**config.mk**
```make
export PLATFORM = sky130hd
export DESIGN_NAME = pse_stack_mem
export DESIGN_NICKNAME = d
export VERILOG_FILES = /design/src/sv/pse_pkg.sv /design/src/sv/pse_stack_mem.sv
export SDC_FILE = /design/constraint.sdc
export NUM_CORES = 2
export LEC_CHECK = 0
export ABC_AREA = 0
export ABC_CLOCK_PERIOD_IN_PS = 4860
export BUFFER_PORTS_ARGS = -buffer_cell sky130_fd_sc_hd__buf_2
export CAP_MARGIN = 20
export CORE_MARGIN = 4
export CORE_UTILIZATION = 63
export DETAILED_ROUTE_END_ITERATION = 10
export PLACE_DENSITY = 0.85
export SYNTH_ARGS = -nofsm -noshare
export SYNTH_HDL_FRONTEND = slang
export SYNTH_SLANG_ARGS = --single-unit
```
**constraint.sdc**
```tcl
create_clock -name clk -period 4.86 [get_ports clk]
set_clock_uncertainty 0.1 [all_clocks]
set_input_delay 0.972 -clock clk [delete_from_list [all_inputs] [get_ports clk]]
set_output_delay 0.972 -clock clk [all_outputs]
set_load 0.03 [all_outputs]
```
**src/sv/pse_pkg.sv**
```systemverilog
// ----------------------------------------------------------------------------
// pse_pkg
// Shared constants and types of the postfix stack evaluator: default sizes,
// operation and status codes, saturation limits, divider request/response.
// ----------------------------------------------------------------------------
`default_nettype none

package pse_pkg;

	// default sizes
	localparam int STACK_DEPTH_DEF = 64;
	localparam int FRAC_BITS_DEF   = 16;

	// operation codes
	localparam logic [2:0] FUNC_PUSH  = 3'd0;
	localparam logic [2:0] FUNC_ADD   = 3'd1;
	localparam logic [2:0] FUNC_SUB   = 3'd2;
	localparam logic [2:0] FUNC_MUL   = 3'd3;
	localparam logic [2:0] FUNC_DIV   = 3'd4;
	localparam logic [2:0] FUNC_CLEAR = 3'd5;

	// status codes
	localparam logic [1:0] STAT_OK    = 2'd0;
	localparam logic [1:0] STAT_UNDER = 2'd1;
	localparam logic [1:0] STAT_OVER  = 2'd2;
	localparam logic [1:0] STAT_DIVZ  = 2'd3;

	// saturation limits of a 32-bit word
	localparam logic [31:0] Q_MAX = 32'h7FFF_FFFF;
	localparam logic [31:0] Q_MIN = 32'h8000_0000;

	// divider request: start pulse with left (dividend) and right (divisor)
	typedef struct packed {
		logic               start;
		logic signed [31:0] l;
		logic signed [31:0] r;
	} div_req_t;

	// divider response: done holds until the next start
	typedef struct packed {
		logic               done;
		logic signed [31:0] quot;
	} div_rsp_t;

endpackage

`default_nettype wire

```
**src/sv/pse_stack_mem.sv**
```systemverilog
// ----------------------------------------------------------------------------
// pse_stack_mem
// Stack entries below the top: one write port, one read port, registered
// read data. Contents undefined until written.
// ----------------------------------------------------------------------------
`default_nettype none

module pse_stack_mem #(
	parameter int DEPTH = pse_pkg::STACK_DEPTH_DEF,
	parameter int AW    = $clog2(pse_pkg::STACK_DEPTH_DEF)
) (
	input  wire logic          clk,
	input  wire logic          we,
	input  wire logic [AW-1:0] waddr,
	input  wire logic [31:0]   wdata,
	input  wire logic          re,
	input  wire logic [AW-1:0] raddr,
	output logic      [31:0]   rdata
);

	logic [31:0] mem [DEPTH];

	// write port
	always_ff @(posedge clk) begin
		if (we) begin
			mem[waddr] <= wdata;
		end
	end

	// registered read port
	always_ff @(posedge clk) begin
		if (re) begin
			rdata <= mem[raddr];
		end
	end

endmodule

`default_nettype wire

```
==> run summary <==
Sorting the synthesized cells by area gives the leading types as edfxtp_1, mux4_2, mux2i_1. The floorplan step defined a die boundary enclosing 0.131 sq mm. The overall die width is 362 um.

The flow ran to the end, and the final reports show no timing, DRC or antenna violations. The number of distinct library cell variants in the gate-level netlist after synthesis is 33. The count of routing violations after the opening detailed-route iteration came out at 9,187.

The total via count after detailed routing is 42,294. After layout, the worst setup slack is 1.16 ns. The most heavily used metal layer in global routing is met2. For the final routed database, the setup TNS stands at 0 ns.

The worst flop-to-flop path endpoint is rdata[30]$_DFFE_PP_. The area of all placed cells without fillers came out at 0.0892 sq mm. The maximum vdd ir drop is 0.000440 V.

The number of I/O port buffers is 78. Static timing analysis puts the maximum clock frequency at 270 MHz. The number of hold violations in the final report is 0.

Across every metal layer, demand over resource in global routing totals 38.0%. The residual DRC count came out at 0. The number of H-tree branching levels is 4. The number of clock sinks seen by CTS is 2,080. Data on the critical path is required at its endpoint by 5.29 ns. The tightest min-delay check is of the in2reg type.

The tree is rooted in a clkbuf_16. The max-cap violation count came out at 0. Setup violations remaining at the end of the flow were counted as 0.

The met1 routing resource usage after global routing is 47.4%. The pre-CTS worst setup slack is 0.553 ns. The wire-length estimate of the detail-placed layout is 120,000 um. The reported leakage power came out at 0.0279 uW. The destination of the worst hold path is mem[47][17]$_DFFE_PP_. The post-synthesis average cell area is 23.7 sq um. The post-cts sizing count is 0. The clock latency on the worst-skew pair is 0.85 ns. The top cell type by area accounts for 79.2% of the synthesized area. The arrival time of data at the critical path endpoint is 4.13 ns. The worst-case hold slack came out at 0.385 ns. The number of cell instances on the worst register-to-register path came out at 4.

No sink is reached through more buffers than the 3 on the longest clock path. Clock-pin slew was measured on the worst setup and hold paths at 0.06 ns. The number of iterations in the first detailed-routing pass is 7. For met3 alone, demand over resource in global routing was 12.1%. The routed design has 248,000 um of wire. The clock tree from TritonCTS is built. The period utilization came out at 76.1%. TritonCTS created 191 clock buffers. Summing all multi-input logic gate instances after layout gives 0.0160 sq mm. The worst setup path is launched from an input port. The first global-routing pass estimated 339,000 um of wire. The number of antenna violations at the first check in global routing was 21. The total overflow left after global routing is 0. The placement row count is 129. In this run the critical register-to-register path is launched from mem[15][30]$_DFFE_PP_. The mapped cell area came out at 0.0788 sq mm. For this run, the leading register cell type out of synthesis is edfxtp_1.

Counting tap cells, the placed design contains a total of 5,021 instances. For this run, global-route usage on met2 was measured as 59.0%. The flop-to-flop setup slack came out at 2.02 ns. Measured along the y axis, the die boundary spans 362 um. The area taken by flip-flops and latches is 0.0625 sq mm. Yosys mapped a number of flops with a built-in enable equal to 2,080. Routability-driven placement finished with a final weighted congestion of 0.849. The filler cell count came out at 6,195. Setup repair after global routing left no endpoint under its margin. The library cell used most frequently in the layout, excluding fill and tap cells, is edfxtp_1.

Summed over all instances, the cell type with the most area after synthesis is edfxtp_1. Entering global routing, the biggest net connects 77 pins. The total number of yosys warnings came out at 0. Counting flops and latches in the post-synthesis netlist gives 2,080. Dividing the detail-routed via count by the number of cells gives 7.81. The number of nets in the layout came out at 3,653.

The number of nets with antenna violations after detailed routing is 0. Along the worst hold path, the cell count comes to 1. The number of pins exceeding their max-slew limit in the final report is 0. The maximum fanout along the worst path is 66. The routed design could run at a clock period as short as 3.70 ns. The worst hold path begins at wdata[17]. The share of the yosys chip area belonging to registers is 79.2%.

In the layout the commonest cells are edfxtp_1, mux4_2, clkbuf_16. The final non-filler cell total is 5,415. The post-CTS setup-driven buffer insertion count is 0. The detailed-route wire length per cell came out at 45.8 um.

After detailed placement, the total cell area comes to 0.0824 sq mm. The power per unit of standard cell area is 418 mW/mm^2. The transition time of the tightest slew-check pin came out at 1.26 ns. Relative to the synthesized area, the layout overhead comes to 13.1%.

The floorplan core area came out at 0.124 sq mm. The number of hold buffers added after cts is 0. The relative slew slack is 16.2%. The via count of the first global-routing pass is 42,284.

Synthesis produced 3,324 cells. The initial standard-cell utilization of the core came out at 63.6%. The number of primary I/O pins came out at 79. The critical path in this run is classified as in2reg.

The net count of the mapped netlist came out at 3,371. STA classifies the critical path endpoint as a register. The proportion of layout cells with a drive suffix above 1 came out at 30.4%.

After synthesis, the share of flip-flops with an asynchronous set or reset is 0%. Tracing the worst setup path back leads to its startpoint at raddr[1].
[per-stage QoR]
stage,power [uW],utilization (%)
3_3_place_gp,22100,66.5
6_report,37200,71.9
3_5_place_dp,22200,66.5
4_1_cts,37000,71.4
2_1_floorplan,21300,-
5_1_grt,38100,71.9
[sequential cells by signal, summed over array words and instances, names as in the netlist]
register  count
mem        2048
rdata        32
[metal layers]
layer  wire length, um  share of wire [%]
met2            117000                 47
met4             20300                8.2
met3             40100                 16
met1             70300                 28
met5                88              0.036
[power by group]
group	switching (uW)	internal [uW]
sequential	98.4	19900
combinational	1350	722
clock	6890	8290
[worst max path at each step]
stage / to / slack [ns]
2_1_floorplan: mem[48][0]$_DFFE_PP_ / 0.63
3_3_place_gp: rdata[29]$_DFFE_PP_ / 0.58
3_5_place_dp: rdata[29]$_DFFE_PP_ / 0.55
4_1_cts: rdata[29]$_DFFE_PP_ / 1.32
5_1_grt: rdata[25]$_DFFE_PP_ / 1.19
6_report: rdata[29]$_DFFE_PP_ / 1.16
[kinds of logic after synthesis]
group / count (synthesis) / synth area share, %
multiplexers: 637 / 16.7
AND/OR/NAND/NOR: 223 / 1.26
AO/OA/AOI/OAI: 202 / 1.67
buffers and inverters: 182 / 1.12
flip-flops: 2080 / 79.2
[cell type report]
type                    count  area share [%]
flip-flops and latches   2080            70.1
well taps                1637            2.30
clock inverters           110            1.25
diodes                     21          0.0589
clock buffers             234            5.57
multi-input cells        1062            17.9
repair buffers            271            2.86
[cell usage after synthesis (all sizes together) (12+ instances only)]
library cell / instances
nand2: 26
edfxtp: 2080
o221ai: 27
mux4: 544
nor2: 137
buf: 108
a21oi: 62
a22oi: 12
o22ai: 84
clkbuf: 74
nor2b: 15
mux2i: 93
[worst max-delay path, stage by stage]
cell     delay (ns)
buf_8          0.55
buf_12         0.33
buf_4          0.31
mux4_2         0.37
mux4_2         0.52
o22ai_1        0.74
nor2_1         0.14
(Power assumes the default switching activity.)
