### src/sv/pse_pkg.sv
// ----------------------------------------------------------------------------
// pse_pkg
// Shared constants and types of the postfix stack evaluator: default sizes,
// operation and status codes, saturation limits, divider request/response.
// ----------------------------------------------------------------------------
`default_nettype none

package pse_pkg;

	// default sizes
	localparam int STACK_DEPTH_DEF = 64;
	localparam int FRAC_BITS_DEF   = 16;

	// operation codes
	localparam logic [2:0] FUNC_PUSH  = 3'd0;
	localparam logic [2:0] FUNC_ADD   = 3'd1;
	localparam logic [2:0] FUNC_SUB   = 3'd2;
	localparam logic [2:0] FUNC_MUL   = 3'd3;
	localparam logic [2:0] FUNC_DIV   = 3'd4;
	localparam logic [2:0] FUNC_CLEAR = 3'd5;

	// status codes
	localparam logic [1:0] STAT_OK    = 2'd0;
	localparam logic [1:0] STAT_UNDER = 2'd1;
	localparam logic [1:0] STAT_OVER  = 2'd2;
	localparam logic [1:0] STAT_DIVZ  = 2'd3;

	// saturation limits of a 32-bit word
	localparam logic [31:0] Q_MAX = 32'h7FFF_FFFF;
	localparam logic [31:0] Q_MIN = 32'h8000_0000;

	// divider request: start pulse with left (dividend) and right (divisor)
	typedef struct packed {
		logic               start;
		logic signed [31:0] l;
		logic signed [31:0] r;
	} div_req_t;

	// divider response: done holds until the next start
	typedef struct packed {
		logic               done;
		logic signed [31:0] quot;
	} div_rsp_t;

endpackage

`default_nettype wire

### src/sv/pse_divider.sv
// ----------------------------------------------------------------------------
// pse_divider
// Iterative restoring divider for (l * 2^FRAC_BITS) / r, one quotient bit a
// cycle on magnitudes, truncated toward zero, saturated to 32 bits.
// ----------------------------------------------------------------------------
`default_nettype none

module pse_divider #(
	parameter int FRAC_BITS = pse_pkg::FRAC_BITS_DEF
) (
	input  wire logic             clk,
	input  wire logic             arst_n,
	input  wire pse_pkg::div_req_t req,
	output pse_pkg::div_rsp_t      rsp
);
	import pse_pkg::*;

	localparam int NW   = 32 + FRAC_BITS;
	localparam int CNTW = $clog2(NW + 1);

	logic            busy_q;
	logic            done_q;
	logic [CNTW-1:0] cnt_q;
	logic [NW-1:0]   num_q;
	logic [31:0]     rem_q;
	logic [31:0]     den_q;
	logic            neg_q;

	logic [31:0] l_mag;
	logic [31:0] r_mag;
	logic [32:0] shifted;
	logic [32:0] diffv;
	logic        ge;

	// operand magnitudes
	assign l_mag = req.l[31] ? 32'(-req.l) : 32'(req.l);
	assign r_mag = req.r[31] ? 32'(-req.r) : 32'(req.r);

	// one restoring step
	assign shifted = {rem_q, num_q[NW-1]};
	assign diffv   = shifted - {1'b0, den_q};
	assign ge      = (shifted >= {1'b0, den_q});

	// control: run for NW steps, then hold done
	always_ff @(posedge clk or negedge arst_n) begin
		if (!arst_n) begin
			busy_q <= 1'b0;
			done_q <= 1'b0;
			cnt_q  <= '0;
		end else if (req.start) begin
			busy_q <= 1'b1;
			done_q <= 1'b0;
			cnt_q  <= CNTW'(NW);
		end else if (busy_q) begin
			cnt_q <= cnt_q - CNTW'(1);
			if (cnt_q == CNTW'(1)) begin
				busy_q <= 1'b0;
				done_q <= 1'b1;
			end
		end
	end

	// datapath: shift quotient bits into the dividend register
	always_ff @(posedge clk) begin
		if (req.start) begin
			num_q <= NW'(l_mag) << FRAC_BITS;
			den_q <= r_mag;
			rem_q <= '0;
			neg_q <= req.l[31] ^ req.r[31];
		end else if (busy_q) begin
			rem_q <= ge ? diffv[31:0] : shifted[31:0];
			num_q <= {num_q[NW-2:0], ge};
		end
	end

	// sign and saturate the held quotient
	always_comb begin
		rsp.done = done_q;
		if (neg_q) begin
			if (num_q > (NW'(1) << 31)) begin
				rsp.quot = signed'(Q_MIN);
			end else begin
				rsp.quot = signed'(32'(-num_q[31:0]));
			end
		end else begin
			if (num_q > NW'(Q_MAX)) begin
				rsp.quot = signed'(Q_MAX);
			end else begin
				rsp.quot = signed'(num_q[31:0]);
			end
		end
	end

endmodule

`default_nettype wire

### config.mk
export PLATFORM = sky130hd
export DESIGN_NAME = pse_divider
export DESIGN_NICKNAME = d
export VERILOG_FILES = /design/src/sv/pse_pkg.sv /design/src/sv/pse_divider.sv
export SDC_FILE = /design/constraint.sdc
export NUM_CORES = 1
export LEC_CHECK = 0
export BUFFER_PORTS_ARGS = -buffer_cell sky130_fd_sc_hd__buf_2
export CAP_MARGIN = 40
export CORE_AREA = 2 2 124 126
export DETAILED_ROUTE_END_ITERATION = 8
export DIE_AREA = 0 0 126 128
export PLACE_DENSITY_LB_ADDON = 0.2
export SLEW_MARGIN = 20
export SYNTH_ARGS = -nofsm -noshare
export SYNTH_HDL_FRONTEND = slang
export SYNTH_SLANG_ARGS = --single-unit
### constraint.sdc
create_clock -name clk -period 5.97 [get_ports clk]
set_input_delay 0.597 -clock clk [delete_from_list [all_inputs] [get_ports clk]]
set_output_delay 0.597 -clock clk [all_outputs]
set_load 0.02 [all_outputs]
==> flow_results.org, run 1 <==
** STA
- Count of endpoints failing setup in the final report :: 0
- Transition time at the pin with the least slew margin :: 0.688 ns
- Hold Fails Final Rpt :: 0
- Max Slew Vio Count :: 0
- Worst slew margin relative to its limit :: 0.540
- Between clock sinks in the finished design, the worst skew comes to 0.00783 ns.
- In the final timing run, aggregate negative setup slack is 0 ns.
- In the finished design, the share of the clock period the worst path needs comes to 0.888.
- Fmax :: 0.189 GHz
- For the finished layout, the period the worst path requires is 5.30 ns.
- On the final layout, the worst hold slack is 0.409 ns.
- Setup slack closes at 0.669 ns.
- Setup repair after global routing left no endpoint under its margin.

** Pwr
- Net switching component of the power :: 698 uW
- Total power for the finished layout comes to 2450 uW.
- Across the VDD grid, the largest voltage drop is 0.194 mV.
- Leakage power :: 0.00419 uW
- Seq pwr share :: 0.409
- Portion of total power attributed to the clock network :: 0.416
- Of the total power, the share spent switching nets is 0.285.
- Power spread over the standard cell area amounts to 247 mW/mm2.
- Internal Power :: 1750 uW
- Share of power burned in combinational logic :: 0.175

** Clock network
- TritonCTS created 17 clock buffers.
- Clock root buffer :: sky130_fd_sc_hd__clkbuf_16
- The H-tree generated during clock tree synthesis spans 4 levels.
- TritonCTS clock tree :: built
- Clock latency on the worst-skew pair :: 0.42 ns
- Setup repair bufs after CTS :: 0
- The clock passes through at most 2 buffers.
- Number of sinks handled by clock tree synthesis :: 121
- Clock edge transition at the registers on the reported setup and hold paths :: 0.06 ns

** Synthesis
- Synthesis produced a netlist whose cell count is 996.
- After synthesis, the largest family of logic cells by area is compound AO/OA/AOI/OAI gates.
- By instance count, the leading cell after synthesis is sky130_fd_sc_hd__nand2_1.
- Of the total synthesized cell area, the portion taken by AND, OR, NAND and NOR gates is 0.177.
- Portion of synthesized cell area occupied by the leading cell type :: 0.223
- The commonest cells after synthesis are sky130_fd_sc_hd__nand2_1, sky130_fd_sc_hd__nor2_1, sky130_fd_sc_hd__xnor2_1.
- Yosys reg bits :: 121
- During synthesis, Yosys emitted a total of 0 warnings.
- Share of synthesized area spent on multiplexers :: 0.0415
- Of all flip-flops after synthesis, the portion carrying an async set or reset was 0.0661.
- Seq/Total Area, Yosys :: 0.356
- Most area-consuming cells after synthesis :: sky130_fd_sc_hd__edfxtp_1, sky130_fd_sc_hd__dfxtp_1, sky130_fd_sc_hd__xnor2_1
- Of all cell types, the one taking the most synthesized area is sky130_fd_sc_hd__edfxtp_1.
- Of the total synthesized cell area, the portion taken by full adders, half adders and majority gates is 0.0553.
- Among all flip-flop cells after synthesis, the most frequent one is sky130_fd_sc_hd__edfxtp_1.
- In this run, distinct cell masters in the synthesized netlist total 74.
- The synthesized netlist occupies a cell area of 0.00874 mm2.
- The synthesized design contains 65 enable-type register cells.
- The post-synthesis compound-gate area fraction was 0.232.
- Of the total synthesized cell area, the portion taken by XOR and XNOR cells is 0.0862.
- Mean instance size in the synthesized netlist :: 8.77 um2
- When the netlist entered floorplanning its net count stood at 1101.

** Placement
- Input and output buffers added on the ports amount to 99.
- At the placement stage, the worst setup path has a slack of 1.16 ns.
- Weighted congestion at the end of routability-driven global placement :: 0.906
- The number of placed instances, taps included, is 1236.
- Total half-perimeter wirelength after legalization and detailed placement :: 14400 um

** Global route
- The number of antenna violations at the first check in global routing came to 0.
- Total routing resource utilization after global routing :: 0.254
- Global-route wire length before repair :: 33700 um
- Via count of the first global-routing pass :: 7150
- Global route total overflow :: 0
- Entering global routing, the biggest net connects 74 pins.

** Critical path
- STA classifies the critical path endpoint as an output pin.
- For the worst setup path, the data required time is 5.37 ns.
- Crit path max fanout :: 30
- At the worst endpoint, the arrival time is 4.70 ns.
- The critical path is of the register to output pin type.
- Type of element launching the critical path :: register

** Routing
- Detailed-route DRC error count :: 0
- Number of violations reported at the end of detailed-routing iteration 0 :: 507
- Count of vias placed by the detailed router :: 7727
- Routed WL :: 20100 um
- Using the TritonRoute via totals, the vias-per-cell ratio works out to 6.08.
- After detailed routing, the average wire length per cell comes to 15.8 um.
- Count of TritonRoute iterations in the first routing pass :: 4
- Number of antenna-violating nets in the routed design :: 0

** Cells and area
- Number of non-filler instances in the completed layout :: 1271
- The area growth from synthesis to layout is 13.8%.
- Nets@finish :: 1175
- After filler insertion, the fill cell instance count of the layout stands at 1299.
- Antenna Cells :: 0
- Of the cells placed in the final design, the portion with a size suffix greater than 1 is 0.150.

** Hold path
- Type of the worst min-delay path :: primary input to register

** Floorplanning
- The floorplan step defined a die boundary enclosing 0.0161 mm2.
- The die is 128 um tall.
- Core region area :: 0.0149 mm2
- The initial utilization of the core area, before any placement, comes to 0.588.
- Overall die width :: 126 um
- The floorplan has 45 rows.
- I/O pin count :: 100

** Outcome
- Outcome :: finished, final reports clean

** Job
- Max-capacitance violation count :: 0
metrics by stage:
step | instance area (um2) | util
3_3_place_gp | 9300 | 0.626
6_report | 9940 | 0.669
3_5_place_dp | 9300 | 0.626
2_1_floorplan | 8740 | -
5_1_grt | 9940 | 0.669
4_1_cts | 9900 | 0.666
layout by cell type (no fill, tap or decap), types with 10 or more instances in the layout:
cell	n
sky130_fd_sc_hd__buf_2	98
sky130_fd_sc_hd__nand2_1	86
sky130_fd_sc_hd__nor2_1	80
sky130_fd_sc_hd__xnor2_1	76
sky130_fd_sc_hd__edfxtp_1	65
sky130_fd_sc_hd__o21ai_0	62
sky130_fd_sc_hd__inv_1	54
sky130_fd_sc_hd__a21oi_1	49
sky130_fd_sc_hd__dfxtp_1	48
sky130_fd_sc_hd__ha_1	37
sky130_fd_sc_hd__mux2i_1	34
sky130_fd_sc_hd__nor3_1	30
sky130_fd_sc_hd__a22o_1	30
sky130_fd_sc_hd__o31ai_1	21
sky130_fd_sc_hd__or3_1	19
sky130_fd_sc_hd__a211oi_1	19
sky130_fd_sc_hd__a21o_1	17
sky130_fd_sc_hd__clkbuf_16	17
sky130_fd_sc_hd__or4_1	16
sky130_fd_sc_hd__nand3_1	14
sky130_fd_sc_hd__nor4_1	14
sky130_fd_sc_hd__o41ai_1	10
sky130_fd_sc_hd__nand4_1	10
sky130_fd_sc_hd__o21ai_1	10
sky130_fd_sc_hd__xor2_1	10
final timing paths:
kind / slack [ns] / endpoint / cells after the start / start
min: 0.41 / den_q[0]$_DFFE_PP_ / 1 / req[0]
max in group asynchronous: 5.23 / busy_q$_DFF_PN0_ / 2 / arst_n
max reg2reg: 2.65 / rem_q[28]$_SDFFE_PP0P_ / 11 / den_q[1]$_DFFE_PP_
min in group asynchronous: 0.56 / cnt_q[4]$_DFFE_PN0P_ / 2 / arst_n
max: 0.67 / rsp[23] / 12 / num_q[0]$_SDFFE_PP0P_
min reg2reg: 0.50 / rem_q[28]$_SDFFE_PP0P_ / 2 / rem_q[28]$_SDFFE_PP0P_
layer usage:
metal,vias up,wire [um],GRT usage
met5,-,0,0
met4,0,229,0.0776
met3,17,1090,0.0413
met2,247,9350,0.420
met1,3590,9470,0.344
li1,3873,-,-
registers in the layout, indices dropped and copies added (netlist names):
| signal | count |
|---|---|
| cnt_q | 6 |
| done_q | 1 |
| neg_q | 1 |
| den_q | 32 |
| busy_q | 1 |
| num_q | 48 |
| rem_q | 32 |
cells by family after synthesis:
| group | count (synthesis) |
|---|---|
| AND/OR/NAND/NOR | 312 |
| XOR/XNOR | 86 |
| flip-flops | 121 |
| adder cells (fa/ha/maj) | 38 |
| multiplexers | 36 |
| AO/OA/AOI/OAI | 293 |
| buffers and inverters | 110 |
layout make-up:
cell class                      instances  area, um2  share of cell area
Clock buffer                           17        425              0.0428
Timing Repair Buffer                  110        611              0.0614
Multi-Input combinational cell        765       5180               0.521
Inverter                               55        206              0.0208
Clock inverter                         15        165              0.0166
Sequential cell                       121       3110               0.313
Tap cell                              188        235              0.0237
worst max-delay path, cell delays in order (launching register included):
cell,delay (ns)
sky130_fd_sc_hd__dfxtp_1,0.34
sky130_fd_sc_hd__inv_1,0.07
sky130_fd_sc_hd__ha_1,0.17
sky130_fd_sc_hd__or3b_4,0.42
sky130_fd_sc_hd__or4_4,0.46
sky130_fd_sc_hd__or4_4,0.51
sky130_fd_sc_hd__or4b_4,0.58
sky130_fd_sc_hd__o31ai_4,0.19
sky130_fd_sc_hd__nand2b_2,0.35
sky130_fd_sc_hd__nor2_1,0.66
sky130_fd_sc_hd__a21oi_1,0.15
sky130_fd_sc_hd__o21ai_1,0.17
sky130_fd_sc_hd__buf_2,0.19
power by group through the flow:
stage	sequential [uW]	clock (uW)	combinational, uW
after floorplan	999	0	305
after global placement	1020	0	410
after detailed placement	1020	0	415
after CTS	1010	1040	420
after global routing	1010	1070	476
final	1000	1020	429
timing repair:
action / 4_1_cts / 5_1_grt
hold endpoints to repair: 8 / 0
endpoints found under the setup margin: 0 / 0
gates resized for setup: 0 / 0
hold buffers: 1 / 0
No activity file was read; power rests on OpenSTA's default activity.
==> run 2, diff against run 1 <==
--- a/config.mk
+++ b/config.mk
@@ -7,9 +7,9 @@
 export LEC_CHECK = 0
 export BUFFER_PORTS_ARGS = -buffer_cell sky130_fd_sc_hd__buf_2
 export CAP_MARGIN = 40
-export CORE_AREA = 2 2 124 126
+export CORE_AREA = 2 2 131 133
 export DETAILED_ROUTE_END_ITERATION = 8
-export DIE_AREA = 0 0 126 128
+export DIE_AREA = 0 0 133 135
 export PLACE_DENSITY_LB_ADDON = 0.2
 export SLEW_MARGIN = 20
 export SYNTH_ARGS = -nofsm -noshare
==> constraint.sdc (replaced) <==
create_clock -name clk -period 4.55 [get_ports clk]
set_input_delay 0.455 -clock clk [delete_from_list [all_inputs] [get_ports clk]]
set_output_delay 0.455 -clock clk [all_outputs]
set_load 0.02 [all_outputs]
==> flow_results.org, run 2 (same netlist as run 1, synthesis figures left out) <==
** Routing
- The via count came to 7885 (was 7727).
- The total wire length after detailed routing was 21300 um (was 20100 um).
- Number of violations reported at the end of detailed-routing iteration 0 :: 606 (was 507)
- The iteration count of the initial detailed-routing pass is 7 (was 4).
- Detailed-route DRC error count :: 0 (unchanged)
- The final routed wire length divided by cell count came to 16.2 um (was 15.8 um).
- The number of antenna-violating nets in the routed design is 0 (unchanged).
- The post-detailed-route via-to-cell ratio was 5.98 (was 6.08).

** Global route
- Largest net degree at the start of global routing :: 71 (was 74)
- Global route total overflow :: 0 (unchanged)
- The first-pass GRT wire length was 35000 um (was 33700 um).
- The global router's overall resource usage came to 0.238 (was 0.254).
- The number of antenna violations at the first check in global routing is 0 (unchanged).
- Via count of the first global-routing pass :: 7142 (was 7150)

** Clock network
- H-tree depth :: 4 (unchanged)
- The CTS tree is built (unchanged).
- The clock root buffer is sky130_fd_sc_hd__clkbuf_16 (unchanged).
- The clock sink count is 121 (unchanged).
- The clock edge transition at the registers on the reported setup and hold paths came to 0.06 ns (about the same).
- The clock buffer count from CTS came to 17 (unchanged).
- The clock latency of the later-clocked register in the worst-skew pair is 0.42 ns (about the same).
- Clock tree buffer depth :: 2 (unchanged)

** Job
- Max-capacitance violation count :: 0 (unchanged)

** Critical path
- The worst flop-to-flop path startpoint is den_q[1]$_DFFE_PP_ (unchanged).
- Register-to-register setup slack :: 1.18 ns (was 2.65 ns)
- The required time of the critical path came to 4.09 ns (was 5.37 ns).
- The arrival time reported for the critical path endpoint was 4.07 ns (was 4.70 ns).
- Crit path max fanout :: 8 (was 30)
- Setup crit start :: num_q[0]$_SDFFE_PP0P_ (unchanged)
- The endpoint type of the worst setup path was an output pin (unchanged).
- Critical path endpoint :: rsp[20] (was rsp[23])
- The kind of launch point of the worst setup path is a register (unchanged).
- Worst r2r path cells :: 11 (unchanged)
- Capture point of the worst reg-to-reg path :: rem_q[28]$_SDFFE_PP0P_ (unchanged)
- The startpoint-to-endpoint class of the critical path is register to output pin (unchanged).

** Placement
- The post-place instance area is 0.00938 mm2 (was 0.00930 mm2).
- The number of placed cells counting well taps was 1273 (was 1236).
- The total half-perimeter wirelength after legalization and detailed placement came to 14900 um (was 14400 um).
- The number of input and output port buffers inserted is 99 (unchanged).
- Weighted congestion at the end of routability-driven global placement :: 0.902 (was 0.906)

** STA
- Unrepaired setup endpoints after global routing :: yes (was no)
- Hold Fails Final Rpt :: 0 (unchanged)
- The total setup violations reported at the end of the flow came to 0 (unchanged).
- Portion of the clock cycle consumed by the worst path in the final layout :: 0.994
- Static timing analysis puts the maximum clock frequency at 0.221 GHz.
- Worst clock skew :: 0.00768 ns (was 0.00783 ns)
- The sum of negative setup slack is 0 ns (unchanged).
- Worst slew margin relative to its limit :: 0.549 (was 0.540)
- The slew at the pin with the worst max-slew slack came to 0.676 ns (was 0.688 ns).
- The number of pins with negative max-slew slack in the final report came to 0 (unchanged).
- The worst path needs 4.52 ns of the cycle, external delays included.

** Cells and area
- Registers with the most flip-flops: num_q (48), den_q (32), rem_q (32) (unchanged).
- Number of non-filler instances in the completed layout :: 1318 (was 1271)
- Antenna Cells :: 0 (unchanged)
- The layout cell share with drive strength beyond 1 was 0.181 (was 0.150).
- The leading cell type in the layout, fill and taps excluded was sky130_fd_sc_hd__nand2_1 (was sky130_fd_sc_hd__buf_2).
- Final design instance area without fill :: 0.0104 mm2 (was 0.00994 mm2)
- Flip-flop count of the largest register after layout :: 48 (unchanged)
- Most flop-heavy register :: num_q (unchanged)
- Nets@finish :: 1190 (was 1175)
- Leading cell types in the layout, fill and taps excluded: sky130_fd_sc_hd__nand2_1, sky130_fd_sc_hd__buf_2, sky130_fd_sc_hd__nor2_1 (was sky130_fd_sc_hd__buf_2, sky130_fd_sc_hd__nand2_1, sky130_fd_sc_hd__nor2_1).
- Layout overhead on the synthesized area :: 18.5% (was 13.8%)
- The utilization of the core after routing was 0.631 (was 0.669).

** Floorplanning
- The die width was 133 um (was 126 um).
- I/O pin count :: 100 (unchanged)
- The die height came to 135 um (was 128 um).
- Overall die area :: 0.0180 mm2 (was 0.0161 mm2)
- The starting density of the core is 0.533 (was 0.588).
- The site row count is 47 (was 45).
- The area of the core came to 0.0164 mm2 (was 0.0149 mm2).

** Hold path
- Type of the worst min-delay path :: primary input to register (unchanged)

** Pwr
- Max rail drop VDD :: 0.254 mV (was 0.194 mV)
- The areal power density over the cells is 318 mW/mm2 (was 247 mW/mm2).
- The total leakage power is 0.00434 uW (was 0.00419 uW).

** Outcome
- Outcome: finished, final reports clean (unchanged).
==> run 2: timing repair <==
| item | 4_1_cts | 5_1_grt |
|---|---|---|
| hold endpoints to repair | 8 | 0 |
| buffers inserted | 3 | 4 |
| resized for setup | 21 | 40 |
| setup endpoints to repair | 28 | 28 |
| hold buffers | 1 | 0 |
| pin swaps | 4 | 1 |
| gates cloned | 0 | 2 |
==> run 2: layout make-up <==
cell class,instances,area [um2]
Clock buffer,17,425
Inverter,55,209
Timing Repair Buffer,125,818
Sequential cell,121,3120
Clock inverter,15,175
Fill cell,1387,6050
Multi-Input combinational cell,765,5330
Tap cell,220,275
==> run 2: how the worst min path moves through the flow <==
| stage | startpoint | slack [ns] | endpoint | depth (start not counted) |
|---|---|---|---|---|
| after floorplan | arst_n | 0.16 | busy_q$_DFF_PN0_ | 0 |
| after global placement | arst_n | 0.31 | cnt_q[4]$_DFFE_PN0P_ | 1 |
| after detailed placement | arst_n | 0.31 | cnt_q[4]$_DFFE_PN0P_ | 1 |
| after CTS | req[0] | 0.25 | den_q[0]$_DFFE_PP_ | 1 |
| after global routing | req[0] | 0.26 | den_q[0]$_DFFE_PP_ | 1 |
| final | req[0] | 0.27 | den_q[0]$_DFFE_PP_ | 1 |
==> run 2: through the flow <==
step                      hold WS [ns]  worst slack, ns  total power (uW)
final                            0.266           0.0290              3290
after floorplan                  0.159            0.264              1710
after global placement           0.307            0.288              1890
after global routing             0.262          -0.0993              3440
after CTS                        0.251         -0.00960              3280
after detailed placement         0.309            0.187              1890
==> run 2: critical path, stage by stage, from the launching register on <==
cell and delay (ns):
sky130_fd_sc_hd__dfxtp_4 0.35, sky130_fd_sc_hd__inv_2 0.06, sky130_fd_sc_hd__ha_4 0.13, sky130_fd_sc_hd__or3b_4 0.40, sky130_fd_sc_hd__or4_4 0.46, sky130_fd_sc_hd__or4_4 0.52
sky130_fd_sc_hd__or4b_4 0.52, sky130_fd_sc_hd__o31ai_4 0.22, sky130_fd_sc_hd__nand2b_4 0.17, sky130_fd_sc_hd__clkbuf_16 0.19, sky130_fd_sc_hd__o21ai_0 0.22, sky130_fd_sc_hd__nand2_1 0.10
sky130_fd_sc_hd__o311ai_2 0.10, sky130_fd_sc_hd__buf_4 0.19
==> run 2: where the power goes <==
part           total (uW)  switching [uW]  leakage, uW  internal [uW]
clock                1370             510     0.000287            860
combinational         594             337      0.00290            257
sequential           1320            76.6      0.00116           1250
total                3290             924      0.00434           2360
==> run 2: metal layers <==
| metal | GRT usage | part of all wire |
|---|---|---|
| met5 | 0 | 0 |
| met4 | 0.0729 | 0.017 |
| met3 | 0.0477 | 0.063 |
| met2 | 0.368 | 0.44 |
| met1 | 0.339 | 0.48 |
==> run 3, diff against run 2 <==
--- a/config.mk
+++ b/config.mk
@@ -7,9 +7,11 @@
 export LEC_CHECK = 0
 export BUFFER_PORTS_ARGS = -buffer_cell sky130_fd_sc_hd__buf_2
 export CAP_MARGIN = 40
-export CORE_AREA = 2 2 131 133
+export CELL_PAD_IN_SITES_DETAIL_PLACEMENT = 1
+export CELL_PAD_IN_SITES_GLOBAL_PLACEMENT = 1
+export CORE_AREA = 2 2 149 151
 export DETAILED_ROUTE_END_ITERATION = 8
-export DIE_AREA = 0 0 133 135
+export DIE_AREA = 0 0 151 153
 export PLACE_DENSITY_LB_ADDON = 0.2
 export SLEW_MARGIN = 20
 export SYNTH_ARGS = -nofsm -noshare
==> flow_results.org, run 3 (same netlist as run 1, synthesis figures left out) <==
** Outcome
- Outcome :: finished, final reports clean (unchanged)

** Clock network
- The CTS tree is built (unchanged).
- Clock edge transition at the registers on the reported setup and hold paths :: 0.07 ns (was 0.06 ns)
- Number of buffers created by CTS :: 17 (unchanged)
- Number of sinks handled by clock tree synthesis :: 121 (unchanged)
- The clock root buffer was sky130_fd_sc_hd__clkbuf_16 (unchanged).
- Clock latency on the worst-skew pair :: 0.43 ns (was 0.42 ns)
- The maximum clock path buffer count came to 2 (unchanged).
- The H-tree depth is 4 (unchanged).

** Hold path
- Cell count of the worst hold path :: 1 (unchanged)
- Hold Startpoint :: req[0] (unchanged)
- Type of the worst min-delay path :: primary input to register (unchanged)
- Hold EP :: den_q[0]$_DFFE_PP_ (unchanged)

** Placement
- Placed Area :: 0.00944 mm2 (was 0.00938 mm2)
- The number of input and output port buffers inserted came to 99 (unchanged).
- Total half-perimeter wirelength after legalization and detailed placement :: 17700 um (was 14900 um)
- Weighted congestion at the end of routability-driven global placement :: 0.832 (was 0.902)

** Critical path
- The combined buffer and inverter count along the critical path came to 3 (unchanged).
- The arrival time reported for the critical path endpoint was 4.04 ns (was 4.07 ns).
- The required time of the critical path is 4.09 ns (about the same).
- The top cell family by delay on the critical path is simple AND/OR/NAND/NOR gates (unchanged).
- Type of element launching the critical path :: register (unchanged)
- Worst r2r path cells :: 11 (unchanged)
- The endpoint type of the worst setup path was an output pin (unchanged).
- Cell chain of the critical path :: inv_4 > ha_4 > or3b_4 > or4_4 > or4_4 > or4b_4 > buf_6 > or3_4 > nor4_4 > o21ai_2 > o311ai_4 > buf_6 (was inv_2 > ha_4 > or3b_4 > or4_4 > or4_4 > or4b_4 > o31ai_4 > nand2b_4 > clkbuf_16 > o21ai_0 > nand2_1 > o311ai_2 > buf_4)
- The setup slack on the worst flop-to-flop path came to 1.13 ns (was 1.18 ns).
- Crit path max fanout :: 5 (was 8)
- Startpoint of the worst-slack reg-to-reg timing path :: den_q[1]$_DFFE_PP_ (unchanged)
- The startpoint-to-endpoint class of the critical path was register to output pin (unchanged).
- Capture point of the worst reg-to-reg path :: rem_q[28]$_SDFFE_PP0P_ (unchanged)
- The master of the slowest instance on the critical path was sky130_fd_sc_hd__or4b_4 (was sky130_fd_sc_hd__or4_4).
- The delay contributed by the slowest stage of the critical path was 0.53 ns (was 0.52 ns).

** Floorplanning
- The site row count is 54 (was 47).
- The area of the core came to 0.0215 mm2 (was 0.0164 mm2).
- The top-level I/O count is 100 (unchanged).
- The starting density of the core was 0.407 (was 0.533).
- The overall die area came to 0.0231 mm2 (was 0.0180 mm2).
- Chip Height :: 153 um (was 135 um)
- The die width is 151 um (was 133 um).

** Pwr
- The total leakage power is 0.00430 uW (was 0.00434 uW).
- The maximum resistive drop on vdd was 0.279 mV (was 0.254 mV).
- The fraction of power spent switching nets was 0.295 (was 0.281).
- The share of power burned in registers was 0.393 (was 0.403).
- The internal power contribution came to 2380 uW (was 2360 uW).
- Net switching component of the power :: 998 uW (was 924 uW)
- The areal power density over the cells was 328 mW/mm2 (was 318 mW/mm2).
- The portion of total power attributed to the clock network is 0.432 (was 0.417).
- Share of power burned in combinational logic :: 0.176 (was 0.181)

** Cells and area
- Most flop-heavy register :: num_q (unchanged)
- Commonest non-fill, non-tap cell in the layout :: sky130_fd_sc_hd__buf_2 (was sky130_fd_sc_hd__nand2_1)
- The area of all placed cells without fillers came to 0.0103 mm2 (was 0.0104 mm2).
- Flip-flop count of the largest register after layout :: 48 (unchanged)
- The layout cell share with drive strength beyond 1 came to 0.175 (was 0.181).
- Filler cell count in the final layout :: 2592 (was 1387)
- Area occupied by multi-input gates :: 0.00533 mm2 (about the same)
- The register area came to 0.00312 mm2 (unchanged).
- Nets@finish :: 1182 (was 1190)
- Registers with the most flip-flops: num_q (48), den_q (32), rem_q (32) (unchanged).
- Layout overhead on the synthesized area :: 18.1% (was 18.5%)
- Leading cell types in the layout, fill and taps excluded :: sky130_fd_sc_hd__buf_2, sky130_fd_sc_hd__nand2_1, sky130_fd_sc_hd__nor2_1 (was sky130_fd_sc_hd__nand2_1, sky130_fd_sc_hd__buf_2, sky130_fd_sc_hd__nor2_1)

** STA
- Count of endpoints failing setup in the final report :: 0 (unchanged)
- Fmax :: 0.223 GHz (was 0.221 GHz)
- The worst slew margin relative to its limit came to 0.499 (was 0.549).
- Portion of the clock cycle consumed by the worst path in the final layout :: 0.987 (was 0.994)
- The count of endpoints failing hold in the final timing report is 0 (unchanged).
- Unrepaired setup endpoints after global routing :: yes (unchanged)
- Post-Route Hold Slack :: 0.260 ns (was 0.266 ns)
- The post-route clock skew is 0.0138 ns (was 0.00768 ns).
- Transition time at the pin with the least slew margin :: 0.752 ns (was 0.676 ns)
- Time the final worst path needs with I/O delays and setup :: 4.49 ns (was 4.52 ns)
- The number of pins with negative max-slew slack in the final report was 0 (unchanged).

** Global route
- Global route total overflow :: 0 (unchanged)
- The number of antenna violations at the first check in global routing was 1 (was 0).
- Largest net degree at the start of global routing :: 71 (unchanged)
- Global-route wire length before repair :: 40600 um (was 35000 um)
- The global router's overall resource usage came to 0.216 (was 0.238).
- The number of global-route vias before repair is 8048 (was 7142).

** Job
- The max-capacitance violation count is 0 (unchanged).

** Routing
- WL per Instance :: 17.9 um (was 16.2 um)
- The total wire length after detailed routing is 24500 um (was 21300 um).
- The detailed router's first-iteration violation count was 400 (was 606).
- Count of vias placed by the detailed router :: 7911 (was 7885)
- The iteration count of the initial detailed-routing pass came to 4 (was 7).
- Post-detailed-route via-to-cell ratio :: 5.77 (was 5.98)
- Number of antenna-violating nets in the routed design :: 0 (unchanged)
- The final routed DRC violation total is 0 (unchanged).
[run 3: final cells by class]
cell class	count	area share
clock buffer	17	0.0412
inverter	55	0.0203
clock inverter	15	0.0199
antenna	1	0.000243
multi-input combinational	765	0.517
sequential	121	0.302
tap	280	0.0340
timing repair buffer	117	0.0649
[run 3: what timing repair did]
item,4_1_cts,5_1_grt
setup buffers,3,2
endpoints found under the setup margin,27,26
gates resized for setup,22,29
hold buffers,1,0
endpoints found under the hold margin,8,0
pin swaps,1,4
gates cloned,1,0
[run 3: how the worst max path moves through the flow]
stage                     startpoint  depth (start not counted)       to  slack, ns
2_1_floorplan  num_q[1]$_SDFFE_PP0P_                         12  rsp[20]       0.26
3_3_place_gp   num_q[0]$_SDFFE_PP0P_                         12  rsp[20]       0.32
3_5_place_dp   num_q[1]$_SDFFE_PP0P_                         12  rsp[20]       0.28
4_1_cts        num_q[1]$_SDFFE_PP0P_                         13  rsp[18]       0.03
5_1_grt        num_q[0]$_SDFFE_PP0P_                         14  rsp[21]      -0.05
6_report       num_q[0]$_SDFFE_PP0P_                         12  rsp[28]       0.06
[run 3: through the flow]
step / TNS, ns / cells / utilization / total power (uW) / setup slack, ns
after floorplan: 0 / 996 / - / 1710 / 0.264
after global placement: 0 / 1331 / 0.439 / 1900 / 0.322
after detailed placement: 0 / 1331 / 0.439 / 1920 / 0.282
after CTS: 0 / 1368 / 0.474 / 3390 / 0.0345
after global routing: -0.483 / 1371 / 0.480 / 3530 / -0.0487
final: 0 / 1371 / 0.480 / 3380 / 0.0587
[run 3: layer usage]
layer / vias to the layer above / GRT usage / wire length (um)
met5: - / 0 / 0
met4: 0 / 0.0552 / 308
met3: 27 / 0.0313 / 921
met2: 153 / 0.366 / 11700
met1: 3843 / 0.290 / 11600
li1: 3888 / - / -
[run 3: power by group through the flow]
stage	clock network (uW)	registers [uW]	logic [uW]
finish	1460	1330	594
global route	1540	1330	661
CTS	1480	1320	588
detailed placement	0	1340	573
global placement	0	1340	562
floorplan	0	1310	400
